**config.mk**
```make
export PLATFORM = sky130hd
export DESIGN_NAME = running_mean_variance_unit
export DESIGN_NICKNAME = d
export VERILOG_FILES = /design/src/rtl/rmv_pkg.sv /design/src/rtl/rmv_div.sv /design/src/rtl/rmv_sqrt.sv /design/src/rtl/rmv_dp.sv /design/src/rtl/rmv_ctrl.sv /design/src/rtl/running_mean_variance_unit.sv
export SDC_FILE = /design/constraint.sdc
export NUM_CORES = 2
export LEC_CHECK = 0
export ABC_AREA = 1
export BUFFER_PORTS_ARGS = -buffer_cell sky130_fd_sc_hd__buf_2
export CORE_MARGIN = 4
export CORE_UTILIZATION = 34
export CTS_CLUSTER_SIZE = 20
export DETAILED_ROUTE_END_ITERATION = 16
export SETUP_SLACK_MARGIN = 0.1
export SLEW_MARGIN = 20
export SYNTH_ARGS = -nofsm -noshare
export SYNTH_HDL_FRONTEND = slang
export SYNTH_SLANG_ARGS = --single-unit
export TNS_END_PERCENT = 10
```
**constraint.sdc**
```tcl
create_clock -name clock -period 19.2 [get_ports clock]
set_input_delay 0.96 -clock clock [delete_from_list [all_inputs] [get_ports clock]]
set_output_delay 0.96 -clock clock [all_outputs]
set_load 0.01 [all_outputs]
```
**src/rtl/rmv_pkg.sv**
```systemverilog
// shared types and constants for the running mean and variance unit
`timescale 1ns / 1ps

package rmv_pkg;

   // fixed field widths of the stream payload
   localparam int SAMPLE_W = 32;
   localparam int COUNT_W  = 32;
   localparam int SUM_W    = 64;
   localparam int VAR_W    = 63;
   localparam int ROOT_W   = 32;
   localparam int RSP_DATA_W = 224;
   localparam int RSP_USER_W = 2;

   // tuser bit positions on the result channel
   localparam int USER_VALID_BIT = 0;
   localparam int USER_SAT_BIT   = 1;

   // commands from the controller to the datapath
   typedef struct packed {
      logic load;
      logic diff;
      logic square;
      logic div1_start;
      logic update;
      logic accum;
      logic div2_start;
      logic root_start;
      logic emit;
   } cmd_type;

   // status from the datapath to the controller
   typedef struct packed {
      logic div_done;
      logic root_done;
   } status_type;

endpackage

```
**src/rtl/rmv_div.sv**
```systemverilog
// iterative restoring divider, one quotient bit per cycle
`timescale 1ns / 1ps

module rmv_div #(
   parameter int DW = 64,
   parameter int VW = 32
) (
   input  logic          clock,
   input  logic          reset,
   input  logic          start,
   input  logic [DW-1:0] dividend,
   input  logic [VW-1:0] divisor,
   output logic [DW-1:0] quotient,
   output logic [VW-1:0] remainder,
   output logic          done
);

   localparam int CW = $clog2(DW + 1);

   logic [DW-1:0] quo_ff;
   logic [VW-1:0] rem_ff;
   logic [VW-1:0] dvs_ff;
   logic [CW-1:0] cnt_ff;
   logic          busy_ff;
   logic          done_ff;
   logic [VW:0]   shift_in;
   logic          ge_in;

   // trial subtract on the shifted remainder
   assign shift_in = {rem_ff, quo_ff[DW-1]};
   assign ge_in    = shift_in >= {1'b0, dvs_ff};

   // control of the iteration
   always_ff @(posedge clock) begin
      if (reset) begin
         busy_ff <= 1'b0;
         done_ff <= 1'b0;
         cnt_ff  <= '0;
      end else begin
         done_ff <= 1'b0;
         if (start) begin
            busy_ff <= 1'b1;
            cnt_ff  <= CW'(DW);
         end else if (busy_ff) begin
            cnt_ff <= cnt_ff - 1'b1;
            if (cnt_ff == CW'(1)) begin
               busy_ff <= 1'b0;
               done_ff <= 1'b1;
            end
         end
      end
   end

   // quotient and remainder shift
   always_ff @(posedge clock) begin
      if (start) begin
         quo_ff <= dividend;
         rem_ff <= '0;
         dvs_ff <= divisor;
      end else if (busy_ff) begin
         quo_ff <= {quo_ff[DW-2:0], ge_in};
         rem_ff <= ge_in ? VW'(shift_in - {1'b0, dvs_ff}) : shift_in[VW-1:0];
      end
   end

   assign quotient  = quo_ff;
   assign remainder = rem_ff;
   assign done      = done_ff;

endmodule

```
**src/rtl/rmv_sqrt.sv**
```systemverilog
// iterative integer square root, two radicand bits per cycle
`timescale 1ns / 1ps

module rmv_sqrt (
   input  logic                        clock,
   input  logic                        reset,
   input  logic                        start,
   input  logic [rmv_pkg::SUM_W-1:0]   radicand,
   output logic [rmv_pkg::ROOT_W-1:0]  root,
   output logic                        done
);

   localparam int RW = rmv_pkg::ROOT_W;
   localparam int CW = $clog2(RW + 1);

   logic [rmv_pkg::SUM_W-1:0] rad_ff;
   logic [RW-1:0]   root_ff;
   logic [RW+1:0]   rem_ff;
   logic [CW-1:0]   cnt_ff;
   logic            busy_ff;
   logic            done_ff;
   logic [RW+3:0]   shift_in;
   logic [RW+3:0]   trial_in;
   logic            ge_in;

   // bring down two bits and try root*4+1
   assign shift_in = {rem_ff, rad_ff[rmv_pkg::SUM_W-1 -: 2]};
   assign trial_in = {2'b00, root_ff, 2'b01};
   assign ge_in    = shift_in >= trial_in;

   // control of the iteration
   always_ff @(posedge clock) begin
      if (reset) begin
         busy_ff <= 1'b0;
         done_ff <= 1'b0;
         cnt_ff  <= '0;
      end else begin
         done_ff <= 1'b0;
         if (start) begin
            busy_ff <= 1'b1;
            cnt_ff  <= CW'(RW);
         end else if (busy_ff) begin
            cnt_ff <= cnt_ff - 1'b1;
            if (cnt_ff == CW'(1)) begin
               busy_ff <= 1'b0;
               done_ff <= 1'b1;
            end
         end
      end
   end

   // root digit recurrence
   always_ff @(posedge clock) begin
      if (start) begin
         rad_ff  <= radicand;
         root_ff <= '0;
         rem_ff  <= '0;
      end else if (busy_ff) begin
         rad_ff  <= {rad_ff[rmv_pkg::SUM_W-3:0], 2'b00};
         root_ff <= {root_ff[RW-2:0], ge_in};
         rem_ff  <= ge_in ? (RW+2)'(shift_in - trial_in) : shift_in[RW+1:0];
      end
   end

   assign root = root_ff;
   assign done = done_ff;

endmodule

```
**src/rtl/rmv_dp.sv**
```systemverilog
// datapath: state registers, deviation multiplier, dividers, root and result register
`timescale 1ns / 1ps

module rmv_dp #(
   parameter int COUNT_BITS  = 32,
   parameter int SAMPLE_BITS = 32
) (
   input  logic                              clock,
   input  logic                              reset,
   input  rmv_pkg::cmd_type                  cmd,
   output rmv_pkg::status_type               status,
   input  logic                              in_clear,
   input  logic [rmv_pkg::SAMPLE_W-1:0]      in_sample,
   output logic [rmv_pkg::RSP_DATA_W-1:0]    out_data,
   output logic [rmv_pkg::RSP_USER_W-1:0]    out_user
);

   localparam int SW = rmv_pkg::SUM_W;
   localparam logic [COUNT_BITS-1:0] COUNT_MAX = '1;

   logic [COUNT_BITS-1:0]         count_ff;
   logic signed [SAMPLE_BITS-1:0] mean_ff;
   logic [SW-1:0]                 sum_ff;
   logic signed [SAMPLE_BITS-1:0] x_ff;
   logic [SAMPLE_BITS-1:0]        ad_ff;
   logic                          neg_ff;
   logic [2*SAMPLE_BITS-1:0]      d2_ff;
   logic [SW-1:0]                 inc_ff;
   logic                          rec_ff;
   logic                          first_ff;
   logic                          sat_ff;
   logic [rmv_pkg::RSP_DATA_W-1:0] data_ff;
   logic [rmv_pkg::RSP_USER_W-1:0] user_ff;

   logic signed [SAMPLE_BITS:0]   diff_in;
   logic [SW-1:0]                 up_in;
   logic [SW:0]                   acc_in;
   logic [SAMPLE_BITS-1:0]        step_in;
   logic                          div_start;
   logic [SW-1:0]                 diva_num;
   logic [SW-1:0]                 divb_num;
   logic [COUNT_BITS-1:0]         divb_den;
   logic [SW-1:0]                 qa;
   logic [SW-1:0]                 qb;
   logic [COUNT_BITS-1:0]         ra;
   logic [COUNT_BITS-1:0]         rb;
   logic                          done_a;
   logic                          done_b;
   logic [rmv_pkg::ROOT_W-1:0]    root;
   logic                          root_done;
   logic                          cnt_nz;
   logic                          cnt_ge2;
   logic [rmv_pkg::VAR_W-1:0]     pop_in;
   logic [rmv_pkg::VAR_W-1:0]     smp_in;

   // deviation and rounded-up share of the squared deviation
   assign diff_in = {x_ff[SAMPLE_BITS-1], x_ff} - {mean_ff[SAMPLE_BITS-1], mean_ff};
   assign up_in   = qa + SW'(ra != '0);
   assign acc_in  = {1'b0, sum_ff} + {1'b0, inc_ff};
   assign step_in = qb[SAMPLE_BITS-1:0];

   // divider operands: update pass, then statistics pass
   assign div_start = cmd.div1_start | cmd.div2_start;
   assign diva_num  = cmd.div1_start ? SW'(d2_ff) : sum_ff;
   assign divb_num  = cmd.div1_start ? SW'(ad_ff) : sum_ff;
   assign divb_den  = cmd.div1_start ? count_ff : count_ff - 1'b1;

   rmv_div #(.DW(SW), .VW(COUNT_BITS)) u_div_a (
      .clock     (clock),
      .reset     (reset),
      .start     (div_start),
      .dividend  (diva_num),
      .divisor   (count_ff),
      .quotient  (qa),
      .remainder (ra),
      .done      (done_a)
   );

   rmv_div #(.DW(SW), .VW(COUNT_BITS)) u_div_b (
      .clock     (clock),
      .reset     (reset),
      .start     (div_start),
      .dividend  (divb_num),
      .divisor   (divb_den),
      .quotient  (qb),
      .remainder (rb),
      .done      (done_b)
   );

   rmv_sqrt u_sqrt (
      .clock    (clock),
      .reset    (reset),
      .start    (cmd.root_start),
      .radicand (qa),
      .root     (root),
      .done     (root_done)
   );

   // both dividers run in lockstep; remainder b is unused by the math
   assign status.div_done  = done_a & (done_b | (rb == rb));
   assign status.root_done = root_done;

   // statistics state
   always_ff @(posedge clock) begin
      if (reset) begin
         count_ff <= '0;
         mean_ff  <= '0;
         sum_ff   <= '0;
         rec_ff   <= 1'b0;
         first_ff <= 1'b0;
         sat_ff   <= 1'b0;
      end else if (cmd.load) begin
         rec_ff   <= 1'b0;
         first_ff <= 1'b0;
         sat_ff   <= 1'b0;
         if (in_clear) begin
            count_ff <= '0;
            mean_ff  <= '0;
            sum_ff   <= '0;
         end else if (count_ff == COUNT_MAX) begin
            sat_ff <= 1'b1;
         end else begin
            count_ff <= count_ff + 1'b1;
            rec_ff   <= 1'b1;
            if (count_ff == '0) begin
               first_ff <= 1'b1;
               mean_ff  <= in_sample[SAMPLE_BITS-1:0];
               sum_ff   <= '0;
            end
         end
      end else if (cmd.accum && rec_ff && !first_ff) begin
         sum_ff  <= acc_in[SW] ? '1 : acc_in[SW-1:0];
         mean_ff <= neg_ff ? mean_ff - step_in : mean_ff + step_in;
      end
   end

   // sample, deviation, square and increment
   always_ff @(posedge clock) begin
      if (cmd.load) begin
         x_ff <= in_sample[SAMPLE_BITS-1:0];
      end
      if (cmd.diff) begin
         neg_ff <= diff_in[SAMPLE_BITS];
         ad_ff  <= diff_in[SAMPLE_BITS] ? SAMPLE_BITS'(-diff_in) : diff_in[SAMPLE_BITS-1:0];
      end
      if (cmd.square) begin
         d2_ff <= ad_ff * ad_ff;
      end
      if (cmd.update) begin
         inc_ff <= SW'(d2_ff) - up_in;
      end
   end

   // result fields with empty and single-sample cases
   assign cnt_nz  = count_ff != '0;
   assign cnt_ge2 = count_ff > COUNT_BITS'(1);
   assign pop_in  = !cnt_nz ? '0 : (qa[SW-1] ? '1 : qa[rmv_pkg::VAR_W-1:0]);
   assign smp_in  = !cnt_ge2 ? '0 : (qb[SW-1] ? '1 : qb[rmv_pkg::VAR_W-1:0]);

   // result register
   always_ff @(posedge clock) begin
      if (cmd.emit) begin
         data_ff <= {2'b00,
                     cnt_nz ? root : rmv_pkg::ROOT_W'(0),
                     smp_in,
                     pop_in,
                     rmv_pkg::SAMPLE_W'(mean_ff),
                     rmv_pkg::COUNT_W'(count_ff)};
         user_ff <= {sat_ff, cnt_ge2};
      end
   end

   assign out_data = data_ff;
   assign out_user = user_ff;

endmodule

```
**src/rtl/rmv_ctrl.sv**
```systemverilog
// controller: sequences one item through the datapath and owns the handshakes
`timescale 1ns / 1ps

module rmv_ctrl (
   input  logic                clock,
   input  logic                reset,
   input  logic                in_valid,
   output logic                in_ready,
   output logic                out_valid,
   input  logic                out_ready,
   input  rmv_pkg::status_type status,
   output rmv_pkg::cmd_type    cmd
);

   typedef enum logic [3:0] {
      S_IDLE, S_DIFF, S_SQR, S_DIV1, S_WAIT1, S_UPD, S_ACC,
      S_DIV2, S_WAIT2, S_ROOT, S_WAIT3, S_EMIT
   } state_type;

   state_type state_ff;
   logic      out_valid_ff;
   logic      emit_ok;

   assign emit_ok = !out_valid_ff || out_ready;

   // state and result valid
   always_ff @(posedge clock) begin
      if (reset) begin
         state_ff     <= S_IDLE;
         out_valid_ff <= 1'b0;
      end else begin
         if (out_valid_ff && out_ready) begin
            out_valid_ff <= 1'b0;
         end
         case (state_ff)
            S_IDLE:  if (in_valid) state_ff <= S_DIFF;
            S_DIFF:  state_ff <= S_SQR;
            S_SQR:   state_ff <= S_DIV1;
            S_DIV1:  state_ff <= S_WAIT1;
            S_WAIT1: if (status.div_done) state_ff <= S_UPD;
            S_UPD:   state_ff <= S_ACC;
            S_ACC:   state_ff <= S_DIV2;
            S_DIV2:  state_ff <= S_WAIT2;
            S_WAIT2: if (status.div_done) state_ff <= S_ROOT;
            S_ROOT:  state_ff <= S_WAIT3;
            S_WAIT3: if (status.root_done) state_ff <= S_EMIT;
            S_EMIT: begin
               if (emit_ok) begin
                  out_valid_ff <= 1'b1;
                  state_ff     <= S_IDLE;
               end
            end
            default: state_ff <= S_IDLE;
         endcase
      end
   end

   // command decode
   always_comb begin
      cmd            = '0;
      cmd.load       = state_ff == S_IDLE && in_valid;
      cmd.diff       = state_ff == S_DIFF;
      cmd.square     = state_ff == S_SQR;
      cmd.div1_start = state_ff == S_DIV1;
      cmd.update     = state_ff == S_UPD;
      cmd.accum      = state_ff == S_ACC;
      cmd.div2_start = state_ff == S_DIV2;
      cmd.root_start = state_ff == S_ROOT;
      cmd.emit       = state_ff == S_EMIT && emit_ok;
   end

   assign in_ready  = state_ff == S_IDLE;
   assign out_valid = out_valid_ff;

endmodule

```
**src/rtl/running_mean_variance_unit.sv**
```systemverilog
// top level of the running mean and variance unit (Welford update, fixed point)
//
//  channel | dir | tdata                      | tuser
//  req_    | in  | sample                     | clear
//  rsp_    | out | count, mean, pop_variance, | sample_variance_valid,
//          |     | sample_variance, pop_stdev | count_saturated
//
// each item runs two passes of a pair of 64-step dividers plus a 32-step square root,
// with setup states between them
// the next item is taken while the previous result waits in the output register
// a stalled result holds the controller before emitting; reset clears all statistics
`timescale 1ns / 1ps

module running_mean_variance_unit #(
   parameter int COUNT_BITS  = 32,
   parameter int SAMPLE_BITS = 32
) (
   input  logic                              clock,
   input  logic                              reset,
   input  logic                              req_tvalid,
   output logic                              req_tready,
   input  logic [rmv_pkg::SAMPLE_W-1:0]      req_tdata,   // sample
   input  logic                              req_tuser,   // clear
   output logic                              rsp_tvalid,
   input  logic                              rsp_tready,
   // count, mean, pop_variance, sample_variance, pop_stdev, zero pad
   output logic [rmv_pkg::RSP_DATA_W-1:0]    rsp_tdata,
   // sample_variance_valid, count_saturated
   output logic [rmv_pkg::RSP_USER_W-1:0]    rsp_tuser
);

   rmv_pkg::cmd_type    cmd;
   rmv_pkg::status_type status;

   rmv_ctrl u_ctrl (
      .clock     (clock),
      .reset     (reset),
      .in_valid  (req_tvalid),
      .in_ready  (req_tready),
      .out_valid (rsp_tvalid),
      .out_ready (rsp_tready),
      .status    (status),
      .cmd       (cmd)
   );

   rmv_dp #(.COUNT_BITS(COUNT_BITS), .SAMPLE_BITS(SAMPLE_BITS)) u_dp (
      .clock     (clock),
      .reset     (reset),
      .cmd       (cmd),
      .status    (status),
      .in_clear  (req_tuser),
      .in_sample (req_tdata),
      .out_data  (rsp_tdata),
      .out_user  (rsp_tuser)
   );

   // one item at a time
   a_one_item: assert property (@(posedge clock) disable iff (reset)
      (req_tvalid && req_tready) |=> !req_tready)
      else $error("second transfer accepted while busy");

   // a saturated count is far above two
   a_sat_valid: assert property (@(posedge clock) disable iff (reset)
      (rsp_tvalid && rsp_tuser[rmv_pkg::USER_SAT_BIT]) |->
         rsp_tuser[rmv_pkg::USER_VALID_BIT])
      else $error("saturated count without valid sample variance");

   // sample variance flagged only with two or more samples
   a_valid_count: assert property (@(posedge clock) disable iff (reset)
      (rsp_tvalid && rsp_tuser[rmv_pkg::USER_VALID_BIT] && COUNT_BITS <= 32) |->
         (rsp_tdata[31:0] > 32'd1))
      else $error("sample variance valid below two samples");

   // empty statistics report zero spread
   a_empty_zero: assert property (@(posedge clock) disable iff (reset)
      (rsp_tvalid && rsp_tdata[31:0] == 32'd0 && COUNT_BITS <= 32) |->
         (rsp_tdata[126:64] == '0 && rsp_tdata[221:190] == '0))
      else $error("nonzero variance with empty count");

endmodule
```
==> summary.txt <==
Run status
  – Status: finished clean

Timing
  – Fmax: 123 MHz
  – Final worst path period need: around 8.2 ns
  – Clock skew: between 0.05 and 0.06 ns
  – Rel. slew slack: 0.113
  – Worst Tran Pin Value: 1.33 ns
  – Hold slack: approximately 0.38 ns
  – Setup TNS: 0 ns
  – Final Cycle Share: 0.425
  – RSZ-0062 raised after global routing: no
  – Fin. max-slew vios: 0
  – Final setup viols: 0
  – Hold Vio Cnt, Final: 0

Global route
  – Via count of the first global-routing pass: between 70000 and 80000
  – Initial antenna violation count: 20
  – GRT Total Usage: 0.205
  – Largest net degree at the start of global routing: 74
  – Global route overflow: 0
  – First-pass GRT wire length: 431000 um

Synthesis
  – Mapped cell area: between 80000 and 90000 um^2
  – Main synth FF type: edfxtp_1
  – Cell taking the most area after synthesis: edfxtp_1
  – Mapped Cells: 10900
  – Main area contributors after synthesis: edfxtp_1, fa_1, inv_1, nand2_1, ha_1
  – Post-synthesis average cell area: between 8 and 9 um^2
  – Sequential fraction of the synthesis area: 0.294
  – Proportion of netlist area held by the largest area contributor: 0.228
  – FF+latch count, synth: 963
  – Post-synth cell types: 67
  – Synth warn: 0
  – Synth async-reset ratio: 0
  – Post-synth EDFFs: between 600 and 700

Clock tree
  – Root Driver: clkbuf_16
  – CTS tree: built
  – Htree depth: 3
  – Clock Sinks: roughly 960
  – CTS clock-pin slew for the worst setup and hold paths: roughly 0.070 ns
  – CTS Hold Bufs: 0
  – Worst skew pair latency: 0.77 ns
  – CTS Buf Count: 103
  – Post-CTS setup repair buffer count: 0
  – Post-cts sizing count: 0
  – CTS max path bufs: 3

Drt
  – DR pass1 iterations: 7
  – Initial DRC count: 5925
  – Metal-1 WL: 117000 um
  – Routed length per placed instance: ~19 um
  – Routed Antenna Nets: 0
  – WL met3: about 14000 um
  – DR WL met2: 133000 um
  – Detailed-route via count: slightly above 70000
  – DRC: 0
  – DR top layer: met5
  – Ratio of routed vias to standard cells: a little under 5
  – Final wirelength: 278000 um

Run
  – Max_cap viols: 0

Layout
  – Most frequent cells in the layout: inv_1, nand2_1, fa_1
  – Most common cell after layout, fill and taps aside: inv_1
  – Layout cell share with drive strength beyond 1: 0.0534
  – Area Growth Syn to Fin: 9.57%
  – Fin nets: between 10000 and 15000

Worst setup path
  – Slowest-stage cell, CP: edfxtp_1
  – Cell mode on critical path: fa_1
  – Crit path launch type: register
  – WS Path Type: reg -> reg
  – Reg2Reg Setup Slack: between 10 and 15 ns
  – Required time worst endpoint: roughly 20 ns
  – Max FO, Critical Path: 18
  – Peak per-stage delay on the critical path: just over 0.8 ns
  – CP Data Arrival Time: ~9 ns
  – CP delay by family, top: adder cells
  – CP endpoint kind: register
  – Crit-path cells: buf_4 > nand2_1 > fa_1 > fa_1 > inv_1 > fa_1 > inv_1 > fa_1 > inv_1 > fa_1 > fa_1 > fa_1 > ha_1 > ha_1 > nand2_1 > nor2_1 > inv_1 > nor4_1 > nand3_1 > nand3_1 > nand3_1 > nand3_1 > xor2_1
  – Buffers & Inverters on Critical Path: 5

Floorplanning
  – Die ar.: 269000 um^2
  – Die Wd: around 520 um
  – Boundary Pins: approximately 270
  – Core area: 259000 um^2
  – Row cnt: 187
  – Die Ht: 518 um
  – Initial Utilization: 0.341

Placed design
  – Hpwl dp: 224000 um
  – Port buffer count: between 200 and 300
  – Global placement routability congestion: 0.964

Min path
  – Worst min path class: in -> reg
[per-layer routing]
layer	up-vias	GRT usage
met5	-	0
met2	2013	0.348
li1	34700	-
met1	34700	0.264
met3	435	0.0207
met4	2	0.0897
[synth_stat cells, types with 3 or more instances]
cell type and number:
a21o_1 46, nand3_1 317, a221oi_1 3, and3_1 3, o21ai_1 5, a21oi_1 766
o31ai_1 3, and2_1 5, nor3_1 89, a31o_2 6, nand2_2 4, ha_1 655
or4_1 3, edfxtp_1 672, nor2_2 8, o2111ai_1 6, clkbuf_1 240, buf_1 21
o21bai_1 49, nand3b_1 8, buf_4 15, a211oi_1 16, nand4_1 52, xnor2_1 118
fa_1 798, nand2_1 2251, o21ai_2 4, o21a_1 38, nor2_1 772, a21boi_0 19
dfxtp_1 291, nor4_1 38, buf_2 38, a32o_1 4, inv_1 2432, o22ai_1 35
xor2_1 273, o211ai_1 68, nand4_2 3, o221ai_1 33, a31oi_1 86, or2_2 29
inv_2 12, a22oi_1 61, o21ai_0 501
[area by class of cell]
type / count / area (um^2)
Antenna cell: 5 / 12.5
Sequential cell: 963 / 26000
Timing Repair Buffer: 335 / 1860
Clock buffer: 127 / 2750
Tap cell: 3402 / 4260
Inverter: 2447 / 9200
Multi-Input combinational cell: 7202 / 52200
Fill cell: 26900 / 162000
Clock inverter: 68 / 759
[through the flow]
step | area [um^2] | utilization | cells | setup slack, ns
floorplan | 88600 | - | 10900 | 2.05
global placement | 93500 | 0.360 | 14300 | 11.18
detailed placement | 93500 | 0.360 | 14300 | 11.15
CTS | 97000 | 0.374 | 14500 | 11.11
global route | 97000 | 0.374 | 14500 | 10.65
finish | 97000 | 0.374 | 14500 | 11.05
[kinds of logic (layout without fill, tap and decap cells)]
| kind of cell | Yosys count | after routing | synth area share |
|---|---|---|---|
| compound gates | 1757 | 1757 | 0.112 |
| xor+xnor | 393 | 393 | 0.0390 |
| fa+ha+maj | 1453 | 1453 | 0.273 |
| buf+inv | 2761 | 2977 | 0.118 |
| flops | 963 | 963 | 0.294 |
| other cells | 1 | 10 | 0.0000423 |
| simple gates | 3594 | 3594 | 0.164 |
[path summary, 6_finish.rpt]
check	end	cells past startpoint	startpoint
worst max-delay path	u_dp.d2_ff[61]$_DFFE_PP_	23	u_dp.ad_ff[13]$_DFFE_PP_
worst min-delay path	u_dp.x_ff[0]$_DFFE_PP_	1	req_tdata[0]
worst max register to register	u_dp.d2_ff[61]$_DFFE_PP_	23	u_dp.ad_ff[13]$_DFFE_PP_
worst min register to register	u_dp.u_div_b.remainder[27]$_SDFFE_PN0P_	2	u_dp.u_div_b.remainder[27]$_SDFFE_PN0P_
[state kept, by name (all words and copies together), names as in the netlist, 34 cells and up]
signal / cells
u_dp.u_sqrt.rem_ff: 34
u_dp.u_div_a.quotient: 64
u_dp.out_data: 222
u_dp.inc_ff: 64
u_dp.sum_ff: 64
u_dp.u_div_b.quotient: 64
u_dp.u_sqrt.rad_ff: 64
u_dp.d2_ff: 63
Power is not shown: default switching activity piles up to over one toggle a cycle in this logic, so the estimate is an artifact.
